### src/hdl/ssp_pkg.sv
// shared types, constants, font table and helper functions for the status screen generator
package ssp_pkg;

  // panel geometry (portrait); the canvas is rotated to landscape
  localparam int PANEL_WIDTH  = 480;
  localparam int PANEL_HEIGHT = 640;

  // headline store
  localparam int HEADLINE_MAX_CHARS = 15;
  localparam int HL_SLOTS           = 16;
  localparam int HL_LEN_W           = 5;

  typedef logic [HL_SLOTS-1:0][7:0] hl_text_t;

  // config register indexes (byte address / 8)
  localparam logic [1:0] CFG_VOICE   = 2'd0;
  localparam logic [1:0] CFG_HL_LOW  = 2'd1;
  localparam logic [1:0] CFG_HL_HIGH = 2'd2;

  localparam logic [63:0] HL_LOW_RESET  = 64'h0000_0059_4441_4552;
  localparam logic [55:0] HL_HIGH_RESET = 56'h0;

  localparam hl_text_t VOICE_TEXT = {88'd0, 8'h45, 8'h43, 8'h49, 8'h4F, 8'h56};
  localparam hl_text_t READY_TEXT = {88'd0, 8'h59, 8'h44, 8'h41, 8'h45, 8'h52};
  localparam logic [HL_LEN_W-1:0] FIXED_HL_LEN = 5'd5;
  localparam logic [HL_LEN_W-1:0] FULL_HL_LEN  = 5'd16;

  localparam logic [7:0] CHAR_A = 8'h41;
  localparam logic [7:0] CHAR_Z = 8'h5A;

  // per-stage load enables from the pipeline control
  typedef struct packed {
    logic ld1;
    logic ld2;
    logic ld3;
    logic ld4;
  } stage_en_t;

  function automatic logic [15:0] pack565(int r, int g, int b);
    return 16'(((r & 'hF8) << 8) | ((g & 'hFC) << 3) | ((b & 'hFF) >> 3));
  endfunction

  localparam logic [15:0] COL_BG      = pack565(8, 12, 22);
  localparam logic [15:0] COL_BAR     = pack565(18, 29, 48);
  localparam logic [15:0] COL_CYAN    = pack565(93, 224, 255);
  localparam logic [15:0] COL_MINT    = pack565(108, 239, 174);
  localparam logic [15:0] COL_ORANGE  = pack565(255, 177, 75);
  localparam logic [15:0] COL_WHITE   = pack565(240, 248, 255);
  localparam logic [15:0] COL_FACE_V  = pack565(56, 92, 125);
  localparam logic [15:0] COL_FACE    = pack565(45, 69, 103);

  // face geometry
  localparam int FACE_CX = 320;
  localparam int FACE_CY = 245;
  localparam int FACE_R  = 78;
  localparam int FACE_R2 = FACE_R * FACE_R;

  // text lanes, in priority order
  localparam int NUM_LANES  = 4;
  localparam int LANE_TITLE = 0;
  localparam int LANE_HEAD  = 1;
  localparam int LANE_MIC   = 2;
  localparam int LANE_AGENT = 3;

  localparam int TXT_X0    [NUM_LANES] = '{28, 260, 28, 475};
  localparam int TXT_Y0    [NUM_LANES] = '{22, 350, 405, 405};
  localparam int TXT_SCALE [NUM_LANES] = '{4, 5, 3, 3};
  localparam int TXT_LEN   [NUM_LANES] = '{6, 16, 9, 5};

  localparam int FONT_COLS  = 5;
  localparam int FONT_ROWS  = 7;
  localparam int CELL_COLS  = 6;

  // reciprocal division: q = (v * ceil(2^S / d)) >> S, exact for v < 1024, d <= 30
  localparam int RECIP_SHIFT = 20;
  localparam int RECIP_ONE   = 1 << RECIP_SHIFT;
  localparam int RECIP_W     = 19;

  localparam logic [7:0] FONT_ROM [26][5] = '{
    '{8'h1E, 8'h05, 8'h05, 8'h05, 8'h1E}, '{8'h1F, 8'h15, 8'h15, 8'h15, 8'h0A},
    '{8'h0E, 8'h11, 8'h11, 8'h11, 8'h0A}, '{8'h1F, 8'h11, 8'h11, 8'h0A, 8'h04},
    '{8'h1F, 8'h15, 8'h15, 8'h11, 8'h11}, '{8'h1F, 8'h05, 8'h05, 8'h01, 8'h01},
    '{8'h0E, 8'h11, 8'h15, 8'h15, 8'h1D}, '{8'h1F, 8'h04, 8'h04, 8'h04, 8'h1F},
    '{8'h00, 8'h11, 8'h1F, 8'h11, 8'h00}, '{8'h08, 8'h10, 8'h10, 8'h0F, 8'h00},
    '{8'h1F, 8'h04, 8'h0A, 8'h11, 8'h00}, '{8'h1F, 8'h10, 8'h10, 8'h10, 8'h10},
    '{8'h1F, 8'h02, 8'h04, 8'h02, 8'h1F}, '{8'h1F, 8'h02, 8'h04, 8'h08, 8'h1F},
    '{8'h0E, 8'h11, 8'h11, 8'h11, 8'h0E}, '{8'h1F, 8'h05, 8'h05, 8'h05, 8'h02},
    '{8'h0E, 8'h11, 8'h19, 8'h11, 8'h1E}, '{8'h1F, 8'h05, 8'h0D, 8'h15, 8'h12},
    '{8'h12, 8'h15, 8'h15, 8'h15, 8'h09}, '{8'h01, 8'h01, 8'h1F, 8'h01, 8'h01},
    '{8'h0F, 8'h10, 8'h10, 8'h10, 8'h0F}, '{8'h07, 8'h08, 8'h10, 8'h08, 8'h07},
    '{8'h1F, 8'h08, 8'h04, 8'h08, 8'h1F}, '{8'h11, 8'h0A, 8'h04, 8'h0A, 8'h11},
    '{8'h01, 8'h02, 8'h1C, 8'h02, 8'h01}, '{8'h19, 8'h15, 8'h13, 8'h11, 8'h00}
  };

  // one glyph column, bit n = font row n; blank outside the table
  function automatic logic [FONT_ROWS-1:0] font_column(logic [4:0] letter, logic [2:0] col);
    logic [FONT_ROWS-1:0] bits;
    bits = '0;
    if (letter < 5'd26 && col < 3'(FONT_COLS)) begin
      bits = FONT_ROM[letter][col][FONT_ROWS-1:0];
    end
    return bits;
  endfunction

  // characters of the fixed strings
  function automatic logic [7:0] fixed_char(logic [1:0] lane, logic [3:0] cell_no);
    logic [7:0] ch;
    ch = 8'h00;
    case (lane)
      2'(LANE_TITLE): begin
        case (cell_no)
          4'd0:    ch = 8'h48;
          4'd1:    ch = 8'h41;
          4'd2:    ch = 8'h4B;
          4'd3:    ch = 8'h49;
          4'd4:    ch = 8'h4D;
          4'd5:    ch = 8'h49;
          default: ch = 8'h00;
        endcase
      end
      2'(LANE_MIC): begin
        case (cell_no)
          4'd0:    ch = 8'h4D;
          4'd1:    ch = 8'h49;
          4'd2:    ch = 8'h43;
          4'd3:    ch = 8'h20;
          4'd4:    ch = 8'h52;
          4'd5:    ch = 8'h45;
          4'd6:    ch = 8'h41;
          4'd7:    ch = 8'h44;
          4'd8:    ch = 8'h59;
          default: ch = 8'h00;
        endcase
      end
      2'(LANE_AGENT): begin
        case (cell_no)
          4'd0:    ch = 8'h41;
          4'd1:    ch = 8'h47;
          4'd2:    ch = 8'h45;
          4'd3:    ch = 8'h4E;
          4'd4:    ch = 8'h54;
          default: ch = 8'h00;
        endcase
      end
      default: ch = 8'h00;
    endcase
    return ch;
  endfunction

  function automatic logic in_box(int x, int y, int x0, int y0, int w, int h);
    return (x >= x0) && (x < x0 + w) && (y >= y0) && (y < y0 + h);
  endfunction

endpackage

### src/hdl/ssp_cfg.sv
// configuration registers and registered headline text selection
module ssp_cfg (
  input  logic                          clk,
  input  logic                          rst_n,
  input  logic                          psel,
  input  logic                          penable,
  input  logic                          pwrite,
  input  logic [4:0]                    paddr,
  input  logic [63:0]                   pwdata,
  output logic [63:0]                   prdata,
  output logic                          pready,
  output logic                          voice,
  output ssp_pkg::hl_text_t             hl_text,
  output logic [ssp_pkg::HL_LEN_W-1:0]  hl_len
);
  import ssp_pkg::*;

  logic                voice_r;
  logic [63:0]         hl_low_r;
  logic [55:0]         hl_high_r;
  hl_text_t            hl_text_r, hl_text_nxt;
  logic [HL_LEN_W-1:0] hl_len_r, hl_len_nxt;

  logic                wr_en;
  logic [1:0]          reg_idx;
  logic [HL_SLOTS-1:0] zero_byte;
  logic [HL_SLOTS-1:0] ended;
  logic [HL_SLOTS-1:0] pre_mask;
  hl_text_t            raw_text;
  hl_text_t            head_text;

  assign pready  = 1'b1;
  assign wr_en   = psel && penable && pwrite;
  assign reg_idx = paddr[4:3];

  always_ff @(posedge clk) begin
    if (!rst_n) begin
      voice_r   <= 1'b0;
      hl_low_r  <= HL_LOW_RESET;
      hl_high_r <= HL_HIGH_RESET;
    end else if (wr_en) begin
      case (reg_idx)
        CFG_VOICE:   voice_r   <= pwdata[0];
        CFG_HL_LOW:  hl_low_r  <= pwdata;
        CFG_HL_HIGH: hl_high_r <= pwdata[55:0];
        default:     ;
      endcase
    end
  end

  always_comb begin
    case (reg_idx)
      CFG_VOICE:   prdata = {63'd0, voice_r};
      CFG_HL_LOW:  prdata = hl_low_r;
      CFG_HL_HIGH: prdata = {8'd0, hl_high_r};
      default:     prdata = '0;
    endcase
  end

  // first zero byte (or the slot limit) ends the headline
  always_comb begin
    raw_text = {8'd0, hl_high_r, hl_low_r};
    for (int i = 0; i < HL_SLOTS; i++) begin
      zero_byte[i] = (raw_text[i] == 8'd0) || (i >= HEADLINE_MAX_CHARS);
    end
    for (int i = 0; i < HL_SLOTS; i++) begin
      pre_mask     = HL_SLOTS'((32'd2 << i) - 32'd1);
      ended[i]     = |(zero_byte & pre_mask);
      head_text[i] = ended[i] ? 8'd0 : raw_text[i];
    end
    if (voice_r) begin
      hl_text_nxt = VOICE_TEXT;
      hl_len_nxt  = FIXED_HL_LEN;
    end else if (head_text[0] != 8'd0) begin
      hl_text_nxt = head_text;
      hl_len_nxt  = FULL_HL_LEN;
    end else begin
      hl_text_nxt = READY_TEXT;
      hl_len_nxt  = FIXED_HL_LEN;
    end
  end

  always_ff @(posedge clk) begin
    if (!rst_n) begin
      hl_text_r <= READY_TEXT;
      hl_len_r  <= FIXED_HL_LEN;
    end else begin
      hl_text_r <= hl_text_nxt;
      hl_len_r  <= hl_len_nxt;
    end
  end

  assign voice   = voice_r;
  assign hl_text = hl_text_r;
  assign hl_len  = hl_len_r;

endmodule

### src/hdl/ssp_shape.sv
// four-stage shape layer pipeline: background, bars, face, eyes, pupils, mouth
module ssp_shape (
  input  logic               clk,
  input  ssp_pkg::stage_en_t en,
  input  logic               voice,
  input  logic [9:0]         x,
  input  logic signed [10:0] y,
  output logic [15:0]        colour
);
  import ssp_pkg::*;

  // stage 1
  logic signed [10:0] dx_r, dx_nxt;
  logic signed [10:0] dy_r, dy_nxt;
  logic [4:0]         flags1_r, flags1_nxt;
  // stage 2
  logic [18:0]        sqx_r, sqx_nxt;
  logic [16:0]        sqy_r, sqy_nxt;
  logic [4:0]         flags2_r;
  // stage 3 and 4
  logic [15:0]        col3_r, col3_nxt;
  logic [15:0]        col4_r;

  logic signed [21:0] sqx_full, sqy_full;
  logic [19:0]        dist2;
  int                 xi, yi;

  // flags: bar, accent, eye, pupil, mouth
  always_comb begin
    xi = int'({1'b0, x});
    yi = int'(y);
    dx_nxt = $signed({1'b0, x}) - 11'sd320;
    dy_nxt = y - 11'sd245;
    flags1_nxt[0] = in_box(xi, yi, 0, 0, PANEL_HEIGHT, 62);
    flags1_nxt[1] = in_box(xi, yi, 0, 62, PANEL_HEIGHT, 3);
    flags1_nxt[2] = in_box(xi, yi, 258, 173, 38, 34) || in_box(xi, yi, 344, 173, 38, 34);
    flags1_nxt[3] = in_box(xi, yi, 289, 228, 14, 16) || in_box(xi, yi, 337, 228, 14, 16);
    flags1_nxt[4] = in_box(xi, yi, 306, 276, 28, 8);
  end

  always_ff @(posedge clk) begin
    if (en.ld1) begin
      dx_r     <= dx_nxt;
      dy_r     <= dy_nxt;
      flags1_r <= flags1_nxt;
    end
  end

  assign sqx_full = dx_r * dx_r;
  assign sqy_full = dy_r * dy_r;
  assign sqx_nxt  = sqx_full[18:0];
  assign sqy_nxt  = sqy_full[16:0];

  always_ff @(posedge clk) begin
    if (en.ld2) begin
      sqx_r    <= sqx_nxt;
      sqy_r    <= sqy_nxt;
      flags2_r <= flags1_r;
    end
  end

  always_comb begin
    dist2    = 20'(sqx_r) + 20'(sqy_r);
    col3_nxt = COL_BG;
    if (flags2_r[0]) col3_nxt = COL_BAR;
    if (flags2_r[1]) col3_nxt = voice ? COL_ORANGE : COL_CYAN;
    if (dist2 < 20'(FACE_R2)) col3_nxt = voice ? COL_FACE_V : COL_FACE;
    if (flags2_r[2]) col3_nxt = voice ? COL_ORANGE : COL_CYAN;
    if (flags2_r[3]) col3_nxt = COL_WHITE;
    if (flags2_r[4]) col3_nxt = voice ? COL_ORANGE : COL_MINT;
  end

  always_ff @(posedge clk) begin
    if (en.ld3) col3_r <= col3_nxt;
    if (en.ld4) col4_r <= col3_r;
  end

  assign colour = col4_r;

endmodule

### src/hdl/ssp_text_lane.sv
// four-stage text lane: cell and row by reciprocal multiply, column from the remainder, glyph lookup
module ssp_text_lane #(
  parameter int LANE = 0
) (
  input  logic                          clk,
  input  ssp_pkg::stage_en_t            en,
  input  logic [9:0]                    x,
  input  logic signed [10:0]            y,
  input  ssp_pkg::hl_text_t             hl_text,
  input  logic [ssp_pkg::HL_LEN_W-1:0]  hl_len,
  output logic                          hit
);
  import ssp_pkg::*;

  localparam int X0    = TXT_X0[LANE];
  localparam int Y0    = TXT_Y0[LANE];
  localparam int SCALE = TXT_SCALE[LANE];
  localparam int LEN   = TXT_LEN[LANE];
  localparam int PITCH = CELL_COLS * SCALE;
  localparam int RP    = (RECIP_ONE + PITCH - 1) / PITCH;
  localparam int RS    = (RECIP_ONE + SCALE - 1) / SCALE;

  // stage 1
  logic [9:0]  u1_r, u1_nxt;
  logic [8:0]  w1_r, w1_nxt;
  logic        ok1_r, ok1_nxt;
  // stage 2
  logic [28:0] pu_r, pu_nxt;
  logic [27:0] pw_r, pw_nxt;
  logic [9:0]  u2_r;
  logic        ok2_r;
  // stage 3
  logic [5:0]  cell3_r;
  logic [7:0]  row3_r;
  logic [9:0]  u3_r;
  logic        ok3_r;
  // stage 4
  logic [7:0]  ch4_r, ch4_nxt;
  logic [2:0]  col4_r, col4_nxt;
  logic [2:0]  row4_r;
  logic        ok4_r, ok4_nxt;

  logic [10:0] cell_base;
  logic [10:0] rem;
  logic        col_ok;
  logic [7:0]  ch_sel;
  logic        len_ok;
  logic        letter;
  logic [FONT_ROWS-1:0] glyph;

  always_comb begin
    u1_nxt  = x - 10'(X0);
    w1_nxt  = 9'(y - 11'(Y0));
    ok1_nxt = (x >= 10'(X0)) && (y >= $signed(11'(Y0)));
  end

  always_ff @(posedge clk) begin
    if (en.ld1) begin
      u1_r  <= u1_nxt;
      w1_r  <= w1_nxt;
      ok1_r <= ok1_nxt;
    end
  end

  assign pu_nxt = 29'(u1_r) * 29'(RP);
  assign pw_nxt = 28'(w1_r) * 28'(RS);

  always_ff @(posedge clk) begin
    if (en.ld2) begin
      pu_r  <= pu_nxt;
      pw_r  <= pw_nxt;
      u2_r  <= u1_r;
      ok2_r <= ok1_r;
    end
  end

  always_ff @(posedge clk) begin
    if (en.ld3) begin
      cell3_r <= pu_r[RECIP_SHIFT +: 6];
      row3_r  <= pw_r[RECIP_SHIFT +: 8];
      u3_r    <= u2_r;
      ok3_r   <= ok2_r;
    end
  end

  generate
    if (LANE == LANE_HEAD) begin : g_head
      assign ch_sel = hl_text[cell3_r[3:0]];
      assign len_ok = cell3_r < 6'(hl_len);
    end else begin : g_fixed
      assign ch_sel = fixed_char(2'(LANE), cell3_r[3:0]);
      assign len_ok = cell3_r < 6'(LEN);
    end
  endgenerate

  // remainder within the cell is below the pitch, column is remainder / scale
  always_comb begin
    cell_base = 11'(cell3_r) * 11'(PITCH);
    rem       = 11'(u3_r) - cell_base;
    col_ok    = rem < 11'(FONT_COLS * SCALE);
    col4_nxt  = '0;
    for (int k = 1; k < FONT_COLS; k++) begin
      if (rem >= 11'(k * SCALE)) col4_nxt = col4_nxt + 3'd1;
    end
    ch4_nxt = ch_sel;
    ok4_nxt = ok3_r && len_ok && col_ok && (row3_r < 8'(FONT_ROWS));
  end

  always_ff @(posedge clk) begin
    if (en.ld4) begin
      ch4_r  <= ch4_nxt;
      col4_r <= col4_nxt;
      row4_r <= row3_r[2:0];
      ok4_r  <= ok4_nxt;
    end
  end

  assign letter = (ch4_r >= CHAR_A) && (ch4_r <= CHAR_Z);
  assign glyph  = font_column(5'(ch4_r - CHAR_A), col4_r);
  assign hit    = ok4_r && letter && glyph[row4_r];

endmodule

### src/hdl/status_screen_pixel_generator.sv
// status screen pixel generator top level: pipeline control, layers and output register
// an accepted pixel passes stages 1 to 4 and then the output register before it appears on out_valid
// throughput: one pixel per clock while out_stall is low, five register stages (two arithmetic, two lookup, output)
// a stage refills as soon as its word moves on, so bubbles close up under output stall
// reset: synchronous, clears all valid bits and loads voice off and headline READY
// configuration is taken at any time but must only change while the pipeline is empty
module status_screen_pixel_generator (
  input  logic        clk,
  input  logic        rst_n,
  // pixel coordinate channel
  input  logic        in_valid,
  output logic        in_stall,
  input  logic [8:0]  in_panel_column,
  input  logic [9:0]  in_panel_row,
  // colour channel
  output logic        out_valid,
  input  logic        out_stall,
  output logic [15:0] out_pixel_colour,
  // register port
  input  logic        psel,
  input  logic        penable,
  input  logic        pwrite,
  input  logic [4:0]  paddr,
  input  logic [63:0] pwdata,
  output logic [63:0] prdata,
  output logic        pready
);
  import ssp_pkg::*;

  // valid bits for each stage, plus the output register
  logic v1_r, v1_nxt;
  logic v2_r, v2_nxt;
  logic v3_r, v3_nxt;
  logic v4_r, v4_nxt;
  logic out_valid_r, out_valid_nxt;
  logic [15:0] out_colour_r, out_colour_nxt;

  stage_en_t en;
  logic      out_ld;

  logic                voice;
  hl_text_t            hl_text;
  logic [HL_LEN_W-1:0] hl_len;

  // canvas coordinate: x is the panel row, y is the mirrored panel column
  logic [9:0]         canvas_x;
  logic signed [10:0] canvas_y;

  logic [15:0]          shape_colour;
  logic [NUM_LANES-1:0] hits;

  // --------------------------------------------------------------------------
  // pipeline control: a stage loads when it is empty or its word moves on
  // --------------------------------------------------------------------------
  assign out_ld = !out_valid_r || !out_stall;
  assign en.ld4 = !v4_r || out_ld;
  assign en.ld3 = !v3_r || en.ld4;
  assign en.ld2 = !v2_r || en.ld3;
  assign en.ld1 = !v1_r || en.ld2;

  assign in_stall = !en.ld1;

  always_comb begin
    v1_nxt        = en.ld1 ? in_valid : v1_r;
    v2_nxt        = en.ld2 ? v1_r     : v2_r;
    v3_nxt        = en.ld3 ? v2_r     : v3_r;
    v4_nxt        = en.ld4 ? v3_r     : v4_r;
    out_valid_nxt = out_ld ? v4_r     : out_valid_r;
  end

  always_ff @(posedge clk) begin
    if (!rst_n) begin
      v1_r        <= 1'b0;
      v2_r        <= 1'b0;
      v3_r        <= 1'b0;
      v4_r        <= 1'b0;
      out_valid_r <= 1'b0;
    end else begin
      v1_r        <= v1_nxt;
      v2_r        <= v2_nxt;
      v3_r        <= v3_nxt;
      v4_r        <= v4_nxt;
      out_valid_r <= out_valid_nxt;
    end
  end

  // --------------------------------------------------------------------------
  // registers
  // --------------------------------------------------------------------------
  ssp_cfg u_cfg (
    .clk     (clk),
    .rst_n   (rst_n),
    .psel    (psel),
    .penable (penable),
    .pwrite  (pwrite),
    .paddr   (paddr),
    .pwdata  (pwdata),
    .prdata  (prdata),
    .pready  (pready),
    .voice   (voice),
    .hl_text (hl_text),
    .hl_len  (hl_len)
  );

  // rotate portrait into the landscape canvas; out-of-range columns go negative
  assign canvas_x = in_panel_row;
  assign canvas_y = $signed(11'(PANEL_WIDTH - 1) - {2'b00, in_panel_column});

  // --------------------------------------------------------------------------
  // shape layers and the four text lanes run side by side, aligned at stage 4
  // --------------------------------------------------------------------------
  ssp_shape u_shape (
    .clk    (clk),
    .en     (en),
    .voice  (voice),
    .x      (canvas_x),
    .y      (canvas_y),
    .colour (shape_colour)
  );

  for (genvar g = 0; g < NUM_LANES; g++) begin : g_lane
    ssp_text_lane #(
      .LANE (g)
    ) u_lane (
      .clk     (clk),
      .en      (en),
      .x       (canvas_x),
      .y       (canvas_y),
      .hl_text (hl_text),
      .hl_len  (hl_len),
      .hit     (hits[g])
    );
  end

  // text wins over shapes; title first, then headline, mic line, agent label
  always_comb begin
    out_colour_nxt = shape_colour;
    if (hits[LANE_TITLE]) begin
      out_colour_nxt = COL_WHITE;
    end else if (hits[LANE_HEAD]) begin
      out_colour_nxt = voice ? COL_ORANGE : COL_MINT;
    end else if (hits[LANE_MIC]) begin
      out_colour_nxt = COL_MINT;
    end else if (hits[LANE_AGENT]) begin
      out_colour_nxt = COL_CYAN;
    end
  end

  always_ff @(posedge clk) begin
    if (out_ld) out_colour_r <= out_colour_nxt;
  end

  assign out_valid        = out_valid_r;
  assign out_pixel_colour = out_colour_r;

  // --------------------------------------------------------------------------
  // checks
  // --------------------------------------------------------------------------
  // input only stalls when every stage holds a word
  a_stall_full: assert property (@(posedge clk) disable iff (!rst_n)
    in_stall |-> (v1_r && v2_r && v3_r && v4_r && out_valid_r))
    else $error("input stalled with an empty pipeline stage");

  // a new result only comes from stage 4
  a_out_source: assert property (@(posedge clk) disable iff (!rst_n)
    $rose(out_valid_r) |-> $past(v4_r))
    else $error("output became valid without a word in stage 4");

  // an accepted word lands in stage 1
  a_in_lands: assert property (@(posedge clk) disable iff (!rst_n)
    (in_valid && !in_stall) |=> v1_r)
    else $error("accepted word lost at stage 1");

  // headline length is either a fixed word or the full store
  a_hl_len: assert property (@(posedge clk) disable iff (!rst_n)
    (hl_len == FIXED_HL_LEN) || (hl_len == FULL_HL_LEN))
    else $error("headline length out of range");

endmodule
### config.mk
export PLATFORM = sky130hd
export DESIGN_NAME = status_screen_pixel_generator
export DESIGN_NICKNAME = d
export VERILOG_FILES = /design/src/hdl/ssp_pkg.sv /design/src/hdl/ssp_cfg.sv /design/src/hdl/ssp_shape.sv /design/src/hdl/ssp_text_lane.sv /design/src/hdl/status_screen_pixel_generator.sv
export SDC_FILE = /design/constraint.sdc
export NUM_CORES = 2
export LEC_CHECK = 0
export ABC_AREA = 1
export BUFFER_PORTS_ARGS = -buffer_cell sky130_fd_sc_hd__buf_2
export CELL_PAD_IN_SITES_DETAIL_PLACEMENT = 1
export CELL_PAD_IN_SITES_GLOBAL_PLACEMENT = 2
export CORE_MARGIN = 5
export CORE_UTILIZATION = 43
export CTS_CLUSTER_SIZE = 16
export DETAILED_ROUTE_END_ITERATION = 10
export GPL_TIMING_DRIVEN = 0
export PLACE_DENSITY = 0.87
export SLEW_MARGIN = 40
export SYNTH_ARGS = -nofsm -noshare
export SYNTH_HDL_FRONTEND = slang
export SYNTH_SLANG_ARGS = --single-unit
### constraint.sdc
create_clock -name clk -period 25 [get_ports clk]
set_input_delay 6.25 -clock clk [delete_from_list [all_inputs] [get_ports clk]]
set_output_delay 6.25 -clock clk [all_outputs]
set_load 0.02 [all_outputs]
==> reports/results.env <==
STATUS='finished, final reports clean'
GRT.MET3_USAGE_PCT=2.404
GLOBAL_ROUTE_WIRE_LENGTH_BEFORE_REPAIR_UM=240300
BUSIEST_LAYER='met2'
CTS_HOLD_REPAIR.BUFFERS=0
CRIT_PATH_MAX_FANOUT=54
DETAIL_ROUTE.WL_PER_CELL_UM=19.65
CLOCK_PATH_BUFFERS=3
CRIT_PATH_CELL_TRACE='buf_2 -> nand2_2 -> nor2_1 -> inv_4 -> nor2_1 -> inv_6 -> nor2_1 -> inv_8 -> nor2_1 -> buf_2'
POWER.COMBINATIONAL.FRACTION_PCT=68.8
MIN_SETUP_SLACK_POST_ROUTE_NS=9.744
POSTSYNTHREGISTERBITS=607
SYNTH_NET_COUNT=6860
CAP_VIOL_MAX_COUNT=0
CTSROOTBUFFERMASTER='sky130_fd_sc_hd__clkbuf_16'
WORST-ENDPOINT-REQUIRED_NS=18.75
DRIVE_GT1_SHARE_PCT=6.890
FINALNONFILLERCELLS=7666
YOSYSSEQAREASHARE_PCT=31.47
POWER.SWITCHING_FRACTION_PCT=50.41
TRITONCTS='done'
TOTAL_OVERFLOW_REPORTED_BY_THE_GLOBAL_ROUTER=0
VIAS_PER_CELL=5.314
ASYNC_RESET_FF_SHARE_PCT=0
SYNTH_TOP_CELL_AREA_SHARE_PCT=21.55
PORT_BUFFERS=169
CHIPWIDTH_UM=351.1
DRT_ITER0_MARKERS=2301
SHARE_OF_THE_CLOCK_PERIOD_USED_BY_THE_WORST_PATH_AFTER_LAYOUT_PCT=61.02
DRT_PRE_ANTENNA_ITERS=5
CTS_RESIZED=0
FP.COREAREA_UM2=115900
POWERDENSITY_nW_PER_UM2=152.4
CRITPATHSLOWESTCELL='sky130_fd_sc_hd__nor2_1'
DETAILED_PLACE_HPWL_UM=122900
RSZ_0062_RAISED_AFTER_GLOBAL_ROUTING='false'
H-TREE-DEPTH=3
POSTCTSSETUPBUFFERS=0
MAXIMUM_NUMBER_OF_PINS_ON_ONE_NET_BEFORE_GLOBAL_ROUTE_REPAIR=65
GRT_PASS1_VIAS=43810
FINALMAXSLEWVIOLATIONS=0
TIGHTEST_SLEW_NS=0.8356
CLK_TRANSITION_REPORTED_PATHS_NS=0.06
VIA_COUNT=40740
DRT_DRC_VIOLATIONS_LEFT=0
FMAXACHIEVABLE_MHz=65.55
CELLINTERNALPOWER_W=0.004198
SYN_AVG_CELL_AREA_UM2=8.587
SYNTH.AREA.TOP_CELLS='sky130_fd_sc_hd__edfxtp_1 22%, sky130_fd_sc_hd__ha_1 15%, sky130_fd_sc_hd__fa_1 14%, sky130_fd_sc_hd__dfxtp_1 9.9%, sky130_fd_sc_hd__inv_1 8.0%'
GLOBAL_ROUTE.USAGE.TOTAL_PCT=24.41
DETAIL-ROUTE-ANTENNA-NETS=0
DRT_WL_TOTAL_UM=150700
WORST-PATH-BUF-INV=5
NUMBER_OF_ANTENNA_VIOLATIONS_AT_THE_FIRST_CHECK_IN_GLOBAL_ROUTING=9
SLEW_HEADROOM_PCT=44.09
MET1_USAGE_PCT=32.17
SEQ_POWER_SHARE_PCT=17.8
FINAL.SETUP_SKEW_NS=0.04776
STATIC-LEAKAGE-POWER_nW=26.85
CTS_SINKS=607
LAYOUT_COMMONEST_CELL='sky130_fd_sc_hd__inv_1'
START_UTIL_PCT=43.17
CRITICAL_PATH_CLASS='in2out'
AREA_ADDED_BETWEEN_SYNTHESIS_AND_FINISH_PCT=11.01
SYN-INSTANCE-COUNT=5826
PLACED_CELLS_INCL_TAPS=7526
FLOORPLAN.ROWS=125
HOLDCRITPATHCLASS='reg2reg'
IR_WORST_VDD_uV=193.6
FIN_NETS=7114
LAYOUT.CELLS.MOST_COMMON_LIST='1,061 x sky130_fd_sc_hd__inv_1, 908 x sky130_fd_sc_hd__nand2_1, 598 x sky130_fd_sc_hd__ha_1'
SYNTH_CELL_TYPE_COUNT=65
IOS=178
SETUP_VIOL=0
CTS-BUFFERS-INSERTED=76
DIE_AREA_UM2=123300
CLKLATENCYLATEPIN_NS=0.66
SYNTH_EDF_COUNT=359
FINAL-HOLD-VIOLATION-COUNT=0
FINALHOLDWORSTSLACK_NS=0.3849
CP-END-KIND='output port'
SYNTH-MAIN-FF-CELL='sky130_fd_sc_hd__edfxtp_1'
TNS_NS=0
GLOBAL_ROUTING_USAGE_ON_MET2_PCT=43.15
TIMING.CRITICAL_PATH.MAX_DELAY_FAMILY='simple AND/OR/NAND/NOR gates'
DATA_ARRIVAL_TIME_AT_THE_WORST_SLACK_ENDPOINT_NS=9.01
SYNTHDOMINANTAREACELLTYPE='sky130_fd_sc_hd__edfxtp_1'
SWITCHINGPOWER_W=0.004267
POWER.SHARE.CLOCK_PCT=13.4
DIE-HEIGHT_UM=351.1
POST_SYNTH_INSTANCE_AREA_UM2=50030
YS_WARN_COUNT=0
PLACE_CONGESTION=0.9132
FINAL_PERIOD_MINUS_WORST_SETUP_SLACK_NS=15.26
CRITICAL-PATH-TOP-CELL-BY-COUNT='sky130_fd_sc_hd__nor2_1'
START_KIND='primary input'
PLACE_WORST_SETUP_SLACK_NS=9.633
WORST_PATH_LARGEST_CELL_DELAY_NS=0.43
cell type report:
cell class | count | area (um^2)
fill | 13820 | 60350
antenna | 3 | 7.507
clock inverter | 31 | 446.7
inverter | 1085 | 4095
sequential | 607 | 15750
timing repair buffer | 176 | 982.2
tap | 1524 | 1907
clock buffer | 106 | 2126
multi-input combinational | 3984 | 29530
buffer | 150 | 704.4
through the flow:
stage | instance area (um^2) | utilization [%] | total power [W]
after floorplan | 50030 | - | 0.005756
after global placement | 52780 | 45.54 | 0.007152
after detailed placement | 52960 | 45.70 | 0.007342
after CTS | 55530 | 47.92 | 0.008550
after global routing | 55530 | 47.92 | 0.009371
final | 55540 | 47.92 | 0.008465
path summary, 6_finish.rpt:
check	from	end	slack, ns	depth (start not counted)
setup / recovery	out_stall	in_stall	9.74	10
hold / removal	g_lane[1].u_lane.u2_r[8]	g_lane[1].u_lane.u3_r[8]	0.38	0
setup reg to reg	g_lane[1].u_lane.cell3_r[3]	g_lane[1].u_lane.col4_r[1]	18.31	27
hold reg to reg	g_lane[1].u_lane.u2_r[8]	g_lane[1].u_lane.u3_r[8]	0.38	0
power by group through the flow:
stage / registers, W / logic, W / clock network (W)
after global routing: 0.00152 / 0.00665 / 0.00120
after floorplan: 0.00146 / 0.00430 / 0
after global placement: 0.00152 / 0.00563 / 0
final: 0.00151 / 0.00582 / 0.00113
after CTS: 0.00151 / 0.00588 / 0.00116
after detailed placement: 0.00153 / 0.00581 / 0
synth_stat cells, types with 5 or more instances:
| cell | n |
|---|---|
| sky130_fd_sc_hd__inv_1 | 1065 |
| sky130_fd_sc_hd__nand2_1 | 909 |
| sky130_fd_sc_hd__ha_1 | 598 |
| sky130_fd_sc_hd__nor2_1 | 449 |
| sky130_fd_sc_hd__edfxtp_1 | 359 |
| sky130_fd_sc_hd__a21oi_1 | 352 |
| sky130_fd_sc_hd__o21ai_0 | 346 |
| sky130_fd_sc_hd__fa_1 | 341 |
| sky130_fd_sc_hd__nand3_1 | 299 |
| sky130_fd_sc_hd__dfxtp_1 | 248 |
| sky130_fd_sc_hd__xor2_1 | 138 |
| sky130_fd_sc_hd__clkbuf_1 | 102 |
| sky130_fd_sc_hd__o22ai_1 | 69 |
| sky130_fd_sc_hd__nand4_1 | 56 |
| sky130_fd_sc_hd__nor3_1 | 55 |
| sky130_fd_sc_hd__xnor2_1 | 55 |
| sky130_fd_sc_hd__o211ai_1 | 40 |
| sky130_fd_sc_hd__nor4_1 | 38 |
| sky130_fd_sc_hd__a31oi_1 | 27 |
| sky130_fd_sc_hd__o221ai_1 | 20 |
| sky130_fd_sc_hd__buf_2 | 17 |
| sky130_fd_sc_hd__inv_2 | 15 |
| sky130_fd_sc_hd__nor2_2 | 15 |
| sky130_fd_sc_hd__or2_2 | 15 |
| sky130_fd_sc_hd__buf_4 | 14 |
| sky130_fd_sc_hd__nand2_2 | 14 |
| sky130_fd_sc_hd__a211oi_1 | 13 |
| sky130_fd_sc_hd__o21a_1 | 13 |
| sky130_fd_sc_hd__o31ai_1 | 13 |
| sky130_fd_sc_hd__nand3b_1 | 11 |
| sky130_fd_sc_hd__o2111ai_1 | 11 |
| sky130_fd_sc_hd__a21o_1 | 10 |
| sky130_fd_sc_hd__buf_6 | 9 |
| sky130_fd_sc_hd__o21ai_1 | 9 |
| sky130_fd_sc_hd__o21bai_1 | 9 |
| sky130_fd_sc_hd__buf_1 | 8 |
| sky130_fd_sc_hd__nand2_4 | 7 |
| sky130_fd_sc_hd__and2_1 | 5 |
state kept, by name, indices dropped and copies added, names as in the netlist, 12 cells and up:
| register | flops |
|---|---|
| u_shape.sqy_r | 15 |
| u_cfg.hl_text | 120 |
| u_shape.col3_r | 14 |
| g_lane.u_lane.ch4_r | 26 |
| g_lane.u_lane.u1_r | 25 |
| u_cfg.hl_high_r | 56 |
| g_lane.u_lane.pu_r | 24 |
| g_lane.u_lane.w1_r | 19 |
| g_lane.u_lane.col4_r | 12 |
| g_lane.u_lane.u3_r | 27 |
| out_pixel_colour | 14 |
| g_lane.u_lane.cell3_r | 24 |
| u_shape.sqx_r | 18 |
| u_cfg.hl_low_r | 64 |
| g_lane.u_lane.pw_r | 22 |
| g_lane.u_lane.row3_r | 22 |
| u_shape.colour | 14 |
| g_lane.u_lane.u2_r | 26 |
layer usage:
metal,share of wire (%),up-vias
li1,-,19650
met1,45,20170
met2,49,700
met3,2.9,213
met4,2.7,4
met5,0.018,-
logic make-up after synthesis:
logic type,share of synthesized area [%]
and+or+nand+nor,16.25
buffers and inverters,9.554
AOI/OAI and AO/OA,10.74
adders and majority gates,28.60
DFF,31.47
xor gates and xnor gates,3.379
other,0.007496
worst reg2reg max path, delay by kind of cell (launching register included):
| kind | cells | cell delay, ns |
|---|---|---|
| adders and majority gates | 6 | 2.34 |
| buffers and inverters | 6 | 1.24 |
| and+or+nand+nor | 9 | 1.23 |
| AOI/OAI and AO/OA | 4 | 0.87 |
| DFF | 1 | 0.41 |
| xor gates and xnor gates | 2 | 0.32 |
(Power assumes the default switching activity.)
